[config.mk]
export PLATFORM = sky130hd
export DESIGN_NAME = vau_div_cell
export DESIGN_NICKNAME = d
export VERILOG_FILES = /design/src/rtl/core/vau_pkg.sv /design/src/rtl/core/vau_div_cell.sv
export SDC_FILE = /design/constraint.sdc
export NUM_CORES = 1
export LEC_CHECK = 0
export ABC_CLOCK_PERIOD_IN_PS = 4800
export BUFFER_PORTS_ARGS = -buffer_cell sky130_fd_sc_hd__buf_2
export CORE_AREA = 8 8 497 499
export DETAILED_ROUTE_END_ITERATION = 8
export DIE_AREA = 0 0 505 507
export PLACE_DENSITY_LB_ADDON = 0.2
export SYNTH_ARGS = -nofsm -noshare
export SYNTH_HDL_FRONTEND = slang
export SYNTH_SLANG_ARGS = --single-unit
[constraint.sdc]
create_clock -name clk -period 4.8 [get_ports clk]
set_input_delay 0.72 -clock clk [delete_from_list [all_inputs] [get_ports clk]]
set_output_delay 0.72 -clock clk [all_outputs]
set_load 0.005 [all_outputs]
[src/rtl/core/vau_pkg.sv]
`timescale 1ns / 1ps

package vau_pkg;

  localparam int FRAC_BITS_DEF = 16;
  localparam int FRAC_MAX      = 24;
  localparam int QW            = FRAC_MAX + 1;

  localparam logic [3:0] OP_ADD    = 4'd0;
  localparam logic [3:0] OP_SUB    = 4'd1;
  localparam logic [3:0] OP_NEG    = 4'd2;
  localparam logic [3:0] OP_SCALE  = 4'd3;
  localparam logic [3:0] OP_CROSS  = 4'd4;
  localparam logic [3:0] OP_DOT    = 4'd5;
  localparam logic [3:0] OP_LENGTH = 4'd6;
  localparam logic [3:0] OP_NORM   = 4'd7;
  localparam logic [3:0] OP_EQUAL  = 4'd8;

  typedef struct packed {
    logic [3:0]         op;
    logic signed [31:0] ax;
    logic signed [31:0] ay;
    logic signed [31:0] az;
    logic signed [31:0] bx;
    logic signed [31:0] by;
    logic signed [31:0] bz;
    logic signed [31:0] scale;
  } cmd_t;

  typedef struct packed {
    logic signed [31:0] rx;
    logic signed [31:0] ry;
    logic signed [31:0] rz;
    logic signed [31:0] scalar_out;
    logic               equal;
    logic               saturated;
    logic               zero_length;
  } res_t;

  typedef struct packed {
    logic [3:0]            op;
    logic [2:0][31:0]      a;
    logic [2:0][31:0]      r;
    logic [31:0]           sc;
    logic                  eq;
    logic                  sat;
    logic                  zl;
    logic [63:0]           sx;
    logic [63:0]           sr;
    logic [31:0]           len;
    logic [2:0][32:0]      rem;
    logic [2:0][QW-1:0]    nlo;
    logic [2:0][QW-1:0]    quo;
    logic [2:0]            neg;
  } pipe_t;

  typedef struct packed {
    logic [31:0] v;
    logic        s;
  } sat_t;

  function automatic sat_t sat32(input logic signed [66:0] v);
    sat_t o;
    if (v > 67'sd2147483647) begin
      o.v = 32'h7fff_ffff;
      o.s = 1'b1;
    end else if (v < -67'sd2147483648) begin
      o.v = 32'h8000_0000;
      o.s = 1'b1;
    end else begin
      o.v = v[31:0];
      o.s = 1'b0;
    end
    return o;
  endfunction

endpackage

[src/rtl/core/vau_div_cell.sv]
`timescale 1ns / 1ps

module vau_div_cell import vau_pkg::*; #(
  parameter int I = 0
) (
  input  logic  clk,
  input  logic  load,
  input  pipe_t d,
  output pipe_t q
);

  logic [32:0] part;
  pipe_t       n;

  always_comb begin
    n    = d;
    part = '0;
    for (int i = 0; i < 3; i++) begin
      part = {d.rem[i][31:0], d.nlo[i][I]};
      if (part >= {1'b0, d.len}) begin
        n.rem[i]    = part - {1'b0, d.len};
        n.quo[i][I] = 1'b1;
      end else begin
        n.rem[i] = part;
      end
    end
  end

  always_ff @(posedge clk) begin
    if (load) begin
      q <= n;
    end
  end

endmodule

## After elaboration in Yosys (flattened, before gate mapping)

Index checks and enable logic that the tools add are counted.

| word-level totals | value |
|---|---|
| output and inout bits | 643 |
| register bits | 643 |
| bits of input ports | 645 |
| word-level logic and storage cells | 36 |

| operators by class | value |
|---|---|
| $lt $le $gt $ge | 3 |
| muxes and demuxes | 3 |
| add/subtract/negate cells | 3 |

Operators by type and width:

| kind | count |
|---|---|
| greater-or-equal comparator 33 x 32 -> 1 bit | 3 |
| two-way mux 33 bit | 3 |
| subtractor 33 x 32 -> 33 bit | 3 |

## Depth between registers and ports, before layout

| logic depth | value |
|---|---|
| depth after elaboration | 2 |
| gate-level depth with buffers | 14 |
| depth with buffers taken out | 13 |

## Least setup slack after synthesis

No wires, ideal clock.

| path | value |
|---|---|
| kind | input-to-reg |
| start point | input port d[270] (netlist name) |
| end point | register q[180] (netlist name), data pin |
| slack | 1.301 ns |
| data arrival time | 3.237 ns |
| required time | 4.538 ns |
| path buffers | 1 |
| stages on the path | 12 |
| library setup time | 0.262 ns |
| path through | inv_1 ha_1 a21o_1 a21o_1 a21o_1 a2111oi_0 o21bai_1 a21oi_2 o21ai_2 a41oi_4 buf_6 mux2_1 |

RTL lines:

| item | RTL line | source |
|---|---|---|
| start: declaration | vau_div_cell.sv:8 | `input pipe_t d,` |
| end signal: assignment | vau_div_cell.sv:31 | `q <= n;` |
| end: declaration | vau_div_cell.sv:9 | `output pipe_t q` |

## Final worst setup path

| path | value |
|---|---|
| start point | input port d[269] (netlist name) |
| end point | register q[28] (netlist name), data pin |

| between the ends | value |
|---|---|
| word-level cells in the longest chain between the ends | 1 |

Ends and longest elaborated chain:

| item | RTL line | source |
|---|---|---|
| greater-or-equal comparator 33 x 32 -> 1 bit | vau_div_cell.sv:20 | `if (part >= {1'b0, d.len}) begin` |

Every way passes these cells.
A chain may end at the register's enable or synchronous reset.

==> results.toml <==
[cts]
cts.htree.levels = 3
numCtsBuffers = 88
cts.sinks = 643
hold_buffers = 0
clk_pin_slew_ps = 60
post-cts-setup-buffers = 0
postCtsResizedCells = 0
cts-root-buf = "clkbuf_16"
clock_path_buffers = 3
cts_tree = "built"

[finish]
top_register = "q"
top_regs = "q (643)"
area_growth_pct = 54.9
final_util_pct = 16.6
fin_nets = 3713
fin_cells = 6285
final_cell_area_um2 = 39700
largest_register_ff_count = 643
drive_above_1_share_pct = 50.0

[yosys]
synth_top_area_share_pct = 75.5
ys.flop_type = "edfxtp_1"
synthMuxAreaShare_pct = 2.00
synth_area_leader_cell = "edfxtp_1"
synth_compound_area_share_pct = 8.07
synth_edf_count = 643
synthArstFlopShare_pct = 0
yosys_warnings = 0
synthXorXnorAreaFrac_pct = 2.70
synthAdderAreaFrac_pct = 4.93
synth_top_family_by_area = "compound AO/OA/AOI/OAI gates"
avgSynthCellArea_um2 = 16.3
synth_area_leaders = "edfxtp_1 (75%), ha_1 (4.7%), a21oi_1 (2.2%)"
synthesis.area_um2 = 25600
synthDistinctLibCells = 69
syn_inst = 1569
synth_nets = 2313
synth-seq-area-share_pct = 75.5
synthSimpleGateAreaFrac_pct = 5.16
postSynthRegisterBits = 643

[timing]
setup_viol = 0
fin_crit_sh_pct = 75.1
hold_ws_ps = 142
setup_ws_ps = 1190
fmax_ghz = 0.277
relSlewSlack_pct = 25.6
rsz0062_at_grt = "false"
tightest_slew_ps = 1120
final-hold-violation-count = 0
drv_slew = 0
tns_ps = 0
finalCriticalPeriod_ps = 3610

[power_and_ir_drop]
p_total_mw = 16.6
p_clk_share_pct = 42.7
switching_share_pct = 28.4
leakagePower_nw = 16.0
power.switching_mw = 4.71
p_seq_share_pct = 41.9
p_per_area_nw_per_um2 = 419
p_int_mw = 11.9
power_frac_comb_pct = 15.4
ir_drop_mv = 0.261

[die]
core_um2 = 239000
die_h_um = 507
die_w_um = 505
dieArea_um2 = 256000
initial_core_util_pct = 10.7
num_rows = 180
num_io_pins = 1288

[route]
dr_total_vias = 20700
final_antenna_net_count = 0
wire_per_inst_um = 30.0
dr.pass1.iters = 8
first_iter_violations = 1614
routed_wl_um = 189000
drc = 0
vias_per_cell = 3.30

[placement]
place_ws_ps = 357
dpl.hpwl_um = 161000
dp.cells = 6064
gp_congestion = 0.866
placed_area_um2 = 36400
portBuffers = 1284

[critical_path]
start_kind = "primary input"
critPathCaptureType = "flip-flop"
crit_required_ps = 5240
critPathMaxFanout = 20
path_class = "in2reg"
cp.arrival_ps = 4050

[grt]
antenna_found_initial = 164
grt_pass1_wl_um = 234000
grt.overflow.total = 0
grt.total_usage_pct = 14.0
grt_pass1_vias = 20800
grt_max_degree = 94

[job]
drv_cap = 0

[status]
status = "finished, final reports clean"

[hold_path]
worst_hold_path_type = "in2reg"
synth_stat cells (21+ instances only):
| cell type | n |
|---|---|
| edfxtp_1 | 643 |
| a21oi_1 | 115 |
| ha_1 | 96 |
| nor2_1 | 96 |
| inv_1 | 68 |
| nand2_1 | 55 |
| o21ai_0 | 55 |
| xnor2_1 | 49 |
| a21o_1 | 43 |
| xor2_1 | 30 |
| mux2_1 | 25 |
| nand3_1 | 23 |
| clkbuf_1 | 21 |
kinds of logic (layout without fill, tap and decap cells):
| family | Yosys count | in the layout |
|---|---|---|
| flops | 643 | 643 |
| mux | 46 | 46 |
| xor+xnor | 79 | 79 |
| buf+inv | 105 | 1578 |
| simple gates | 276 | 276 |
| compound gates | 321 | 321 |
| other cells | 0 | 58 |
| fa+ha+maj | 99 | 99 |
worst max-delay path, stage by stage:
cell and delay, ps:
buf_2 100, inv_1 450, ha_1 420, and3_1 220
a221o_1 300, a21oi_1 140, o21ai_0 110, a21o_1 170
a31oi_2 350, o21ai_0 190, a41o_2 330, buf_4 220
or2_2 290
cell type report:
class	count	area (um^2)
Antenna cell	58	145
Clock buffer	103	2280
Clock inverter	60	783
Fill cell	26700	200000
Inverter	68	255
Multi-Input combinational cell	821	5860
Sequential cell	643	19300
Tap cell	3185	3990
Timing Repair Buffer	1347	7030
per-layer routing:
metal | wire [um] | share of wire, % | vias up | GRT usage [%]
met5 | 542 | 0.29 | - | 0
met4 | 5430 | 2.9 | 92 | 3.66
met3 | 16700 | 8.9 | 299 | 5.61
met1 | 64100 | 34 | 10400 | 14.0
met2 | 102000 | 54 | 1009 | 26.8
li1 | - | - | 8966 | -
worst paths after layout:
check,cells past startpoint,from,to
setup / recovery,13,d[269],q[28]
hold / removal,1,d[285],q[285]
cells in the final DEF (no fill, tap or decap), types with 30 or more instances in the layout:
cell type and n:
nor2_1 96, xor2_1 30, diode_2 58, buf_2 1283, ha_1 96, buf_4 53
nand2_1 55, a21oi_1 115, a21o_1 43, edfxtp_1 643, o21ai_0 55, clkbuf_16 89
xnor2_1 49, inv_1 68
power by group through the flow:
stage               sequential (mW)  clock [mW]  combinational, mW
floorplan                      7.11           0              0.745
global placement               7.07           0               2.70
detailed placement             7.06           0               2.68
CTS                            6.97        7.44               2.70
global route                   7.01        7.60               2.77
finish                         6.96        7.09               2.56
(Power assumes the default switching activity.)
