<file path="src/rtl/core/vau_pkg.sv">
`timescale 1ns / 1ps

package vau_pkg;

  localparam int FRAC_BITS_DEF = 16;
  localparam int FRAC_MAX      = 24;
  localparam int QW            = FRAC_MAX + 1;

  localparam logic [3:0] OP_ADD    = 4'd0;
  localparam logic [3:0] OP_SUB    = 4'd1;
  localparam logic [3:0] OP_NEG    = 4'd2;
  localparam logic [3:0] OP_SCALE  = 4'd3;
  localparam logic [3:0] OP_CROSS  = 4'd4;
  localparam logic [3:0] OP_DOT    = 4'd5;
  localparam logic [3:0] OP_LENGTH = 4'd6;
  localparam logic [3:0] OP_NORM   = 4'd7;
  localparam logic [3:0] OP_EQUAL  = 4'd8;

  typedef struct packed {
    logic [3:0]         op;
    logic signed [31:0] ax;
    logic signed [31:0] ay;
    logic signed [31:0] az;
    logic signed [31:0] bx;
    logic signed [31:0] by;
    logic signed [31:0] bz;
    logic signed [31:0] scale;
  } cmd_t;

  typedef struct packed {
    logic signed [31:0] rx;
    logic signed [31:0] ry;
    logic signed [31:0] rz;
    logic signed [31:0] scalar_out;
    logic               equal;
    logic               saturated;
    logic               zero_length;
  } res_t;

  typedef struct packed {
    logic [3:0]            op;
    logic [2:0][31:0]      a;
    logic [2:0][31:0]      r;
    logic [31:0]           sc;
    logic                  eq;
    logic                  sat;
    logic                  zl;
    logic [63:0]           sx;
    logic [63:0]           sr;
    logic [31:0]           len;
    logic [2:0][32:0]      rem;
    logic [2:0][QW-1:0]    nlo;
    logic [2:0][QW-1:0]    quo;
    logic [2:0]            neg;
  } pipe_t;

  typedef struct packed {
    logic [31:0] v;
    logic        s;
  } sat_t;

  function automatic sat_t sat32(input logic signed [66:0] v);
    sat_t o;
    if (v > 67'sd2147483647) begin
      o.v = 32'h7fff_ffff;
      o.s = 1'b1;
    end else if (v < -67'sd2147483648) begin
      o.v = 32'h8000_0000;
      o.s = 1'b1;
    end else begin
      o.v = v[31:0];
      o.s = 1'b0;
    end
    return o;
  endfunction

endpackage

</file>
<file path="src/rtl/core/vau_root_end.sv">
`timescale 1ns / 1ps

module vau_root_end import vau_pkg::*; #(
  parameter int FRAC_BITS = FRAC_BITS_DEF
) (
  input  logic  clk,
  input  logic  load,
  input  pipe_t d,
  output pipe_t q
);

  logic [63:0] len64;
  logic [31:0] len;
  logic [31:0] m;
  logic [63:0] num;
  pipe_t       n;

  always_comb begin
    n     = d;
    len64 = d.sr + 64'(d.sx > d.sr);
    len   = len64[31:0];
    n.len = len;
    m     = '0;
    num   = '0;
    if (d.op == OP_LENGTH) begin
      if (len > 32'h7fff_ffff) begin
        n.sc  = 32'h7fff_ffff;
        n.sat = 1'b1;
      end else begin
        n.sc = len;
      end
    end
    if (d.op == OP_NORM) begin
      n.zl = (len == 32'd0);
    end
    for (int i = 0; i < 3; i++) begin
      m        = d.a[i][31] ? (32'd0 - d.a[i]) : d.a[i];
      num      = ({32'd0, m} << FRAC_BITS) + 64'(len >> 1);
      n.rem[i] = 33'(num >> (FRAC_BITS + 1));
      n.nlo[i] = QW'(num);
      n.quo[i] = '0;
      n.neg[i] = d.a[i][31];
    end
  end

  always_ff @(posedge clk) begin
    if (load) begin
      q <= n;
    end
  end

endmodule

</file>
<file path="config.mk">
export PLATFORM = sky130hd
export DESIGN_NAME = vau_root_end
export DESIGN_NICKNAME = d
export VERILOG_FILES = /design/src/rtl/core/vau_pkg.sv /design/src/rtl/core/vau_root_end.sv
export SDC_FILE = /design/constraint.sdc
export NUM_CORES = 1
export LEC_CHECK = 0
export BUFFER_PORTS_ARGS = -buffer_cell sky130_fd_sc_hd__buf_4
export CAP_MARGIN = 20
export CORE_AREA = 4 4 502 504
export DETAILED_ROUTE_END_ITERATION = 10
export DIE_AREA = 0 0 506 508
export GPL_ROUTABILITY_DRIVEN = 0
export SYNTH_ARGS = -nofsm -noshare
export SYNTH_HDL_FRONTEND = slang
export SYNTH_SLANG_ARGS = --single-unit
export TNS_END_PERCENT = 50
</file>
<file path="constraint.sdc">
create_clock -name clk -period 11.4 [get_ports clk]
set_clock_uncertainty 0.1 [all_clocks]
set_input_delay 1.14 -clock clk [delete_from_list [all_inputs] [get_ports clk]]
set_output_delay 1.14 -clock clk [all_outputs]
set_load 0.02 [all_outputs]
</file>
* After elaboration in Yosys (flattened, before gate mapping)
Cells that the tools add are included.
W data, S select, Z words.
** Word-level totals
- Register bits :: 568
- Bits of input ports :: 645
- Output and inout port bits :: 643
- Word-level logic and storage cells :: 41
** Operators by class
- Add/subtract/negate cells :: 7
- Order comparisons :: 2
- Eq/ne operators :: 2
- Mux-type cells :: 8
- Reduce and logical (&&, ||, !) cells :: 1
** Operator list (number)
- $mux W32 :: 5
- $add A48 B31 Y49 :: 3
- $sub A1 B32 Y32 const A :: 3
- $gt A64 B64 Y1 :: 1
- $add A32 B1 Y32 :: 1
- $gt A32 B31 Y1 const B :: 1
- $logic_not A32 Y1 :: 1
- $eq A4 B3 Y1 const B :: 2
- $mux W1 :: 3

* Longest topological paths before layout
Gate-level depths: netlist (run 1).
- Depth in word-level cells :: 5
- Mapped depth :: 30
- Mapped depth without buffers :: 29

* Worst setup path after synthesis (run 1)
Ideal clock, no wire load.
- Path kind :: input to register
- Start :: input port d[341] (netlist bit)
- End :: register q[201] (netlist bit), data pin
- Setup time :: 262 ps
- Arrival :: 6936 ps
- Required time :: 11038 ps
- Slack :: 4103 ps
- Cell stages on the path :: 26
- Buffers on the path :: 0
- Cell sequence :: inv_1 ha_1 and4_1 or3b_2 or3_1 o211ai_1 o31ai_1 a21oi_1 ha_1 and4_1 or4b_2 nor3_1 nand2_1 xnor2_1 inv_1 ha_1 fa_1 a211oi_1 nor2_1 o41ai_1 nand2_1 a311oi_1 o31a_1 o21ai_0 a211oi_1 xnor2_1
** RTL lines
- start: declaration :: RTL line vau_root_end.sv:8 : input pipe_t d,
- end signal: assignment :: RTL line vau_root_end.sv:48 : q <= n;
- end: declaration :: RTL line vau_root_end.sv:9 : output pipe_t q

==> flow_summary.toml, run 1 <==
[critical_path]
required_ps = 11730
path_max_fanout = 7
cp_slowest_stage_delay_ps = 720
cp-endpoint = "q[201]"
timing.critical_path.from = "d[313]"
cp_data_arrival_time_ps = 9300
slowest_stage = "or4b_2"
cp-start-kind = "input pin"
cp_common_cell = "ha_1"
critPathCaptureType = "register"
critical_path_class = "input pin to register"

[route]
antenna_left = 0
num_vias = 19972
wl_per_cell_um = 26.9
wl_mm = 167
firstDrtPassIters = 5
drcViolationCount = 0
drt_iter0_drc = 1555
viasPerCell = 3.22

[global_routing]
grtUsageMet2_pct = 22.2
use_met3_pct = 4.86
grt_pass1_vias = 19381
grt_pass1_wl_mm = 206
grt-ovfl-total = 0
antenna_found_initial = 65
grt_max_degree = 148
track_usage_pct = 12.4
met1_usage_pct = 12.8
grt_busiest_layer = "met2"

[placed_design]
numPortBuffers = 925
detailed_place_hpwl_mm = 144

[cells_and_area]
regMostFlops = "q"
nets = 3566
top_regs = "q (490)"
fin_util_pct = 14.9
drive_gt1_share_pct = 38.3
largest_reg_flops = 490
synthToLayoutAreaGrowth_pct = 52.7

[sta]
setup_violations = 0
setup_tns_ps = 0
worst_slew_pin_slew_ps = 1140
finalWorstPathRequiredPeriod_ps = 8970
max_freq_mhz = 112
finalHoldViolations = 0
drv_slew = 0
rsz0062_at_grt = "false"
max_slew_margin_pct = 22.8
post-route-period-util_pct = 78.6

[synth]
ys_warn_count = 0
syn_area_mm2 = 0.0242
yosysSeqAreaShare_pct = 60.8
async_flop_share_pct = 0
synth_cells = 1899
syn_avg_cell_area_um2 = 12.7
ys_types = 82
synth-edff-count = 490
ys_seq_elements = 490
synth_area_leaders = "edfxtp_1 61%, ha_1 5.8%, xnor2_1 5.3%, buf_4 4.7%, nor2_1 1.9%"
synth-main-ff-cell = "edfxtp_1"
synth_top_area_share_pct = 60.8
yosysTopAreaCell = "edfxtp_1"

[floorplan]
core-area_mm2 = 0.248
start_util_pct = 9.76
io_pins = 1288
die_w_um = 506
die_area_mm2 = 0.257
rows = 183
chipHeight_um = 508

[clock_network]
cts_tree = "built"
clock-root-buffer = "clkbuf_16"
h-tree-depth = 3
cts.sinks = 490
clk_path_buf_depth = 3
path_clk_slew_ps = 60
cts_hold_buf = 0
cts_buffers = 67
post-cts-setup-buffer-count = 0
cts_resized = 0

[hold_path]
hold_path_class = "input pin to register"
holdPathStages = 1

[flow_run]
maxCapViolCount = 0

[power]
vdd.ir_drop.worst_mv = 0.0912
power_density_mw_per_mm2 = 161
p_leak_nw = 14.3

[run_status]
status = "complete, no violations"
==> per-layer routing <==
metal	vias up	routed length (um)
li1	8610	-
met4	26	7690
met3	234	15900
met5	-	158
met1	9845	58500
met2	1257	84300
==> kinds of logic (layout without fill, tap and decap cells) <==
family          after synthesis  count (layout)  synth area share (%)
fa+ha+maj                   117             117                  6.14
mux                           3               3                 0.124
buf+inv                     313            1191                  7.25
compound gates              328             328                  9.09
other cells                   1              94                0.0155
simple gates                453             453                  9.50
flops                       490             490                  60.8
xor+xnor                    194             194                  7.03
==> power breakdown <==
group          leakage, nW  switching (W)  total [W]  internal, W
clock network         1.13       0.000911    0.00228      0.00137
logic                 8.37       0.000893    0.00138     0.000488
registers             4.80      0.0000943    0.00229      0.00219
total                 14.3        0.00190    0.00595      0.00405
==> how the worst min path moves through the flow <==
stage | slack [ps] | start | endpoint
after floorplan | 1140 | d[574] | q[0]
after global placement | 1220 | d[451] | q[451]
after detailed placement | 1220 | d[538] | q[538]
after CTS | 420 | d[365] | q[365]
after global routing | 440 | d[389] | q[389]
final | 520 | d[365] | q[365]
==> stage by stage <==
stage                     total power, W  cell area (um2)  setup slack (ps)  std cells  hold WS [ps]
after floorplan                  0.00294            24500              4100       1979          1140
after global placement           0.00374            34600              1780       6065          1220
after global routing             0.00620            36900              1850       6191           439
after CTS                        0.00609            36900              2390       6186           415
final                            0.00595            36900              2430       6200           522
after detailed placement         0.00375            34600              1660       6065          1220
==> final cells by class <==
cell class | instances | area, um2
Inverter | 118 | 443
Clock inverter | 44 | 629
Multi-Input combinational cell | 1176 | 8070
Timing Repair Buffer | 952 | 7160
Sequential cell | 490 | 14700
Fill cell | 27685 | 211000
Clock buffer | 77 | 1710
Antenna cell | 13 | 32.5
Tap cell | 3330 | 4170
==> synthesized netlist by cell type, types with 3 or more instances <==
library cell and count:
buf_1 3, and3_1 4, o41ai_1 15, a31oi_1 30, a211oi_1 10, a31o_2 3
o21ai_1 3, nand2b_1 8, or2_2 8, o21ai_0 61, a311oi_1 4, ha_1 113
fa_1 3, nor2_1 125, or4_1 12, o211ai_1 4, o21bai_1 7, o31a_1 6
o31ai_1 23, mux2i_1 3, and4_1 4, nand4b_1 4, nand4_1 32, buf_2 3
o21a_1 13, nor3_1 35, nand2_1 98, clkbuf_1 35, edfxtp_1 490, or3_1 17
nand3b_1 5, a21boi_0 3, a21oi_1 75, nor4_1 18, and2_1 12, buf_4 153
nor2b_1 14, inv_1 118, nand3_1 39, xnor2_1 146, o32ai_1 3, xor2_1 48
a21o_1 39, o22ai_1 3
==> cells in the final DEF (no fill, tap or decap), drive strengths merged, types with 48 or more instances in the layout <==
master / n
nor2: 125
inv: 122
o21ai: 64
buf: 952
xnor2: 146
clkbuf: 77
xor2: 48
conb: 81
ha: 113
nand2: 98
edfxtp: 490
a21oi: 75
==> critical path, delay by kind of cell <==
| kind | cells | cell delay, ps |
|---|---|---|
| AO/OA/AOI/OAI | 9 | 2910 |
| XOR/XNOR | 2 | 370 |
| adder cells (fa/ha/maj) | 4 | 1350 |
| buffers and inverters | 3 | 580 |
| AND/OR/NAND/NOR | 10 | 2890 |
No activity file was read; power rests on OpenSTA's default activity.
==> run 2, diff against run 1 <==
==> constraint.sdc (replaced) <==
create_clock -name clk -period 7.5 [get_ports clk]
set_clock_uncertainty 0.1 [all_clocks]
set_input_delay 0.75 -clock clk [delete_from_list [all_inputs] [get_ports clk]]
set_output_delay 0.75 -clock clk [all_outputs]
set_load 0.02 [all_outputs]
==> flow_summary.toml, run 2 (synthesis results as in run 1) <==
[cells_and_area]
multi_input_area_mm2 = 0.00810
nets = 3824
fin_util_pct = 15.8
layout_common_cells = "1,173 x buf_4, 490 x edfxtp_1, 139 x xnor2_1"
synthToLayoutAreaGrowth_pct = 62.3
drive_gt1_share_pct = 43.2
layout.cells.non_filler = 6459
top_regs = "q (490)"
regMostFlops = "q"
seq_area_mm2 = 0.0147
layout_commonest_cell = "buf_4"
largest_reg_flops = 490
fill_cells = 27603

[route]
wl_mm = 171
num_vias = 20869
routed.top_layer = "met5"
firstDrtPassIters = 5
drcViolationCount = 0
antenna_left = 0
wl_per_cell_um = 26.4
dr_wl_met3_mm = 16.1
drt_iter0_drc = 1483
viasPerCell = 3.23
m1WireLength_mm = 59.7
met2_length_mm = 84.9

[sta]
max_slew_margin_pct = 25.5
drv_slew = 0
finalWorstPathRequiredPeriod_ps = 7140
max_freq_mhz = 140
finalHoldViolations = 0
setup_violations = 0
setup_tns_ps = 0
worst_slew_pin_slew_ps = 1110
post-route-period-util_pct = 95.2

[clock_network]
cts_buffers = 73
cts_tree = "built"
h-tree-depth = 3
clk_path_buf_depth = 3
clock-root-buffer = "clkbuf_16"
cts.sinks = 490
path_clk_slew_ps = 60

[placed_design]
dp.cells = 6306
detailed_place_hpwl_mm = 147
numPortBuffers = 925

[global_routing]
grt_pass1_vias = 20697
grt_pass1_wl_mm = 212
grt-ovfl-total = 0
track_usage_pct = 12.7
antenna_found_initial = 60
grt_max_degree = 140

[floorplan]
chipHeight_um = 508
io_pins = 1288
die_area_mm2 = 0.257
rows = 183
core-area_mm2 = 0.248
die_w_um = 506
start_util_pct = 9.76

[critical_path]
critical_path_class = "input pin to register"
required_ps = 7830
cp_slowest_stage_delay_ps = 710
path_max_fanout = 5
cp_data_arrival_time_ps = 7470
slowest_stage = "or4b_2"
cp-start-kind = "input pin"
critPathCaptureType = "register"
cp_common_cell = "buf_4"

[flow_run]
maxCapViolCount = 0

[power]
power_density_mw_per_mm2 = 240
vdd.ir_drop.worst_mv = 0.155
p_leak_nw = 15.7
power.total_w = 0.00942

[hold_path]
hold_path_class = "input pin to register"

[run_status]
status = "complete, no violations"
-- run 2: routing by layer --
layer  up-vias  global-route usage [%]
li1       9132                       -
met1     10194                    13.0
met2      1241                    22.6
met3       270                    4.82
met4        32                    6.12
met5         -                       0
-- run 2: worst max-delay path: cells and delay by family --
kind | cells | cell delay (ps)
AO/OA/AOI/OAI | 9 | 1900
XOR/XNOR | 2 | 230
adder cells (fa/ha/maj) | 4 | 1090
buffers and inverters | 8 | 990
AND/OR/NAND/NOR | 9 | 2480
-- run 2: path summary, 6_finish.rpt --
| kind | start | end | slack (ps) | depth (start not counted) |
|---|---|---|---|---|
| hold / removal | d[530] | q[530] | 110 | 1 |
| setup / recovery | d[341] | q[201] | 360 | 32 |
-- run 2: stage by stage --
step / setup slack, ps / area [um2] / hold slack (ps)
finish: 358 / 39200 / 109
global route: -37.0 / 39200 / 39.3
CTS: 161 / 39200 / 2.93
detailed placement: -570 / 36600 / 829
global placement: -658 / 36600 / 828
floorplan: 593 / 24500 / 749
-- run 2: layout make-up --
class	count	area share [%]
Sequential cell	490	37.5
Multi-Input combinational cell	1176	20.6
Clock buffer	80	4.72
Clock inverter	52	1.64
Tap cell	3330	10.6
Timing Repair Buffer	1204	23.7
Inverter	118	1.13
Antenna cell	9	0.0574
-- run 2: report_power, final --
part | internal, W | leakage (nW) | switching [W]
clock | 0.00213 | 1.20 | 0.00152
sequential | 0.00334 | 4.80 | 0.000139
combinational | 0.000890 | 9.67 | 0.00141
-- run 2: what timing repair did --
item,4_1_cts,5_1_grt
setup buffers,0,0
hold buffers,11,0
endpoints found under the setup margin,0,13
endpoints found under the hold margin,11,0
resized for setup,0,6
==> run 3, diff against run 2 <==
--- a/config.mk
+++ b/config.mk
@@ -11,6 +11,8 @@
 export DETAILED_ROUTE_END_ITERATION = 10
 export DIE_AREA = 0 0 506 508
 export GPL_ROUTABILITY_DRIVEN = 0
+export HOLD_SLACK_MARGIN = 0.1
+export PLACE_DENSITY = 0.36
 export SYNTH_ARGS = -nofsm -noshare
 export SYNTH_HDL_FRONTEND = slang
 export SYNTH_SLANG_ARGS = --single-unit
==> flow_summary.toml, run 3 (synthesis results as in run 1) <==
[run_status]
status = "complete, no violations"

[power]
p_leak_nw = 16.7
switching_share_pct = 32.0
power_density_mw_per_mm2 = 227
pwr-share-seq_pct = 37.0
power.internal_w = 0.00641
pwr-share-comb_pct = 24.7
vdd.ir_drop.worst_mv = 0.161
power.switching_w = 0.00301
clkPwrFrac_pct = 38.3

[route]
num_vias = 20623
drcViolationCount = 0
met2_length_mm = 78.1
firstDrtPassIters = 5
wl_per_cell_um = 23.2
drt_iter0_drc = 1080
dr_wl_met3_mm = 11.5
routed.top_layer = "met5"
antenna_left = 0
m1WireLength_mm = 59.2
viasPerCell = 3.07
wl_mm = 156

[placed_design]
dp_slack_ps = -768
detailed_place_hpwl_mm = 130
numPortBuffers = 925
post_dp_cell_area_mm2 = 0.0368

[cells_and_area]
layout_common_cells = "1,191 x buf_4, 490 x edfxtp_1, 222 x dlygate4sd3_1"
regMostFlops = "q"
fill_cells = 27544
drive_gt1_share_pct = 40.7
layout_commonest_cell = "buf_4"
nets = 4057
largest_reg_flops = 490
top_regs = "q (490)"
multi_input_area_mm2 = 0.00811
seq_area_mm2 = 0.0147
post-route-cell-area_mm2 = 0.0416
synthToLayoutAreaGrowth_pct = 71.9

[critical_path]
critical_path_class = "input pin to register"
cp_data_arrival_time_ps = 7510
cp-start-kind = "input pin"
required_ps = 7810
cp_slowest_stage_delay_ps = 590
path_max_fanout = 5
cp_common_cell = "buf_4"
slowest_stage = "a211oi_1"
critPathCaptureType = "register"

[clock_network]
cts.sinks = 490
cts_tree = "built"
clk_path_buf_depth = 3
path_clk_slew_ps = 50
post-cts-setup-buffer-count = 0
h-tree-depth = 3
clock-root-buffer = "clkbuf_16"
cts_buffers = 75

[global_routing]
grt_pass1_vias = 21204
grt_max_degree = 160
antenna_found_initial = 52
track_usage_pct = 11.6
grt_pass1_wl_mm = 198
grt-ovfl-total = 0

[floorplan]
io_pins = 1288
die_w_um = 506
core-area_mm2 = 0.248
die_area_mm2 = 0.257
chipHeight_um = 508
rows = 183
start_util_pct = 9.76

[sta]
finalWorstPathRequiredPeriod_ps = 7200
post-route-period-util_pct = 96.0
rsz0062_at_grt = "false"
drv_slew = 0
whs_ps = 205
worst_slew_pin_slew_ps = 1100
final.setup.worst_slack_ps = 298
finalHoldViolations = 0
max_slew_margin_pct = 26.6
setup_violations = 0
setup_tns_ps = 0
max_freq_mhz = 139

[hold_path]
hold_path_class = "input pin to register"
holdPathStages = 1

[flow_run]
maxCapViolCount = 0
run 3: cell count changes in the layout (fill, tap and decap cells not counted), moves of 5 or more:
cell,previous run,this run
dlygate4sd3_1,11,222
buf_4,1173,1191
diode_2,9,24
clkbuf_1,7,12
run 3: per-stage QoR:
step	std cells	power [W]	util, %
global placement	6327	0.00584	14.8
CTS	6684	0.00973	16.7
finish	6708	0.00942	16.8
global route	6699	0.00993	16.8
detailed placement	6327	0.00583	14.8
floorplan	1979	0.00446	-
run 3: cell type report:
cell class              count  share of cell area (%)
diodes                     24                   0.145
inverters                 118                    1.07
clock buffers              88                    4.68
clock inverters            47                    1.25
multi-input cells        1176                    19.5
repair buffers           1435                    27.9
well taps                3330                    10.0
flip-flops and latches    490                    35.4
run 3: critical path, delay by kind of cell:
family,cells,cell delay (ps)
xor gates and xnor gates,2,260
and+or+nand+nor,6,810
AOI/OAI and AO/OA,12,2900
buffers and inverters,9,1650
adders and majority gates,4,1120
run 3: final timing paths:
| kind | from | end | slack (ps) |
|---|---|---|---|
| max | d[359] | q[172] | 300 |
| min | d[491] | q[491] | 200 |
run 3: power groups by stage:
stage / sequential, W / clock (W) / combinational (W)
floorplan: 0.00381 / 0 / 0.000656
global placement: 0.00355 / 0 / 0.00229
detailed placement: 0.00355 / 0 / 0.00228
CTS: 0.00350 / 0.00383 / 0.00241
global route: 0.00351 / 0.00391 / 0.00250
finish: 0.00348 / 0.00361 / 0.00232
run 3: what timing repair did:
| item | CTS | global route |
|---|---|---|
| resized for setup | 0 | 8 |
| hold endpoints to repair | 222 | 0 |
| setup endpoints to repair | 0 | 34 |
| hold buffers | 222 | 0 |
run 3: layer usage:
layer / up-vias / GRT usage [%]
met2: 909 / 20.8
met3: 180 / 3.73
met4: 20 / 4.70
li1: 9608 / -
met1: 9906 / 12.6
met5: - / 0
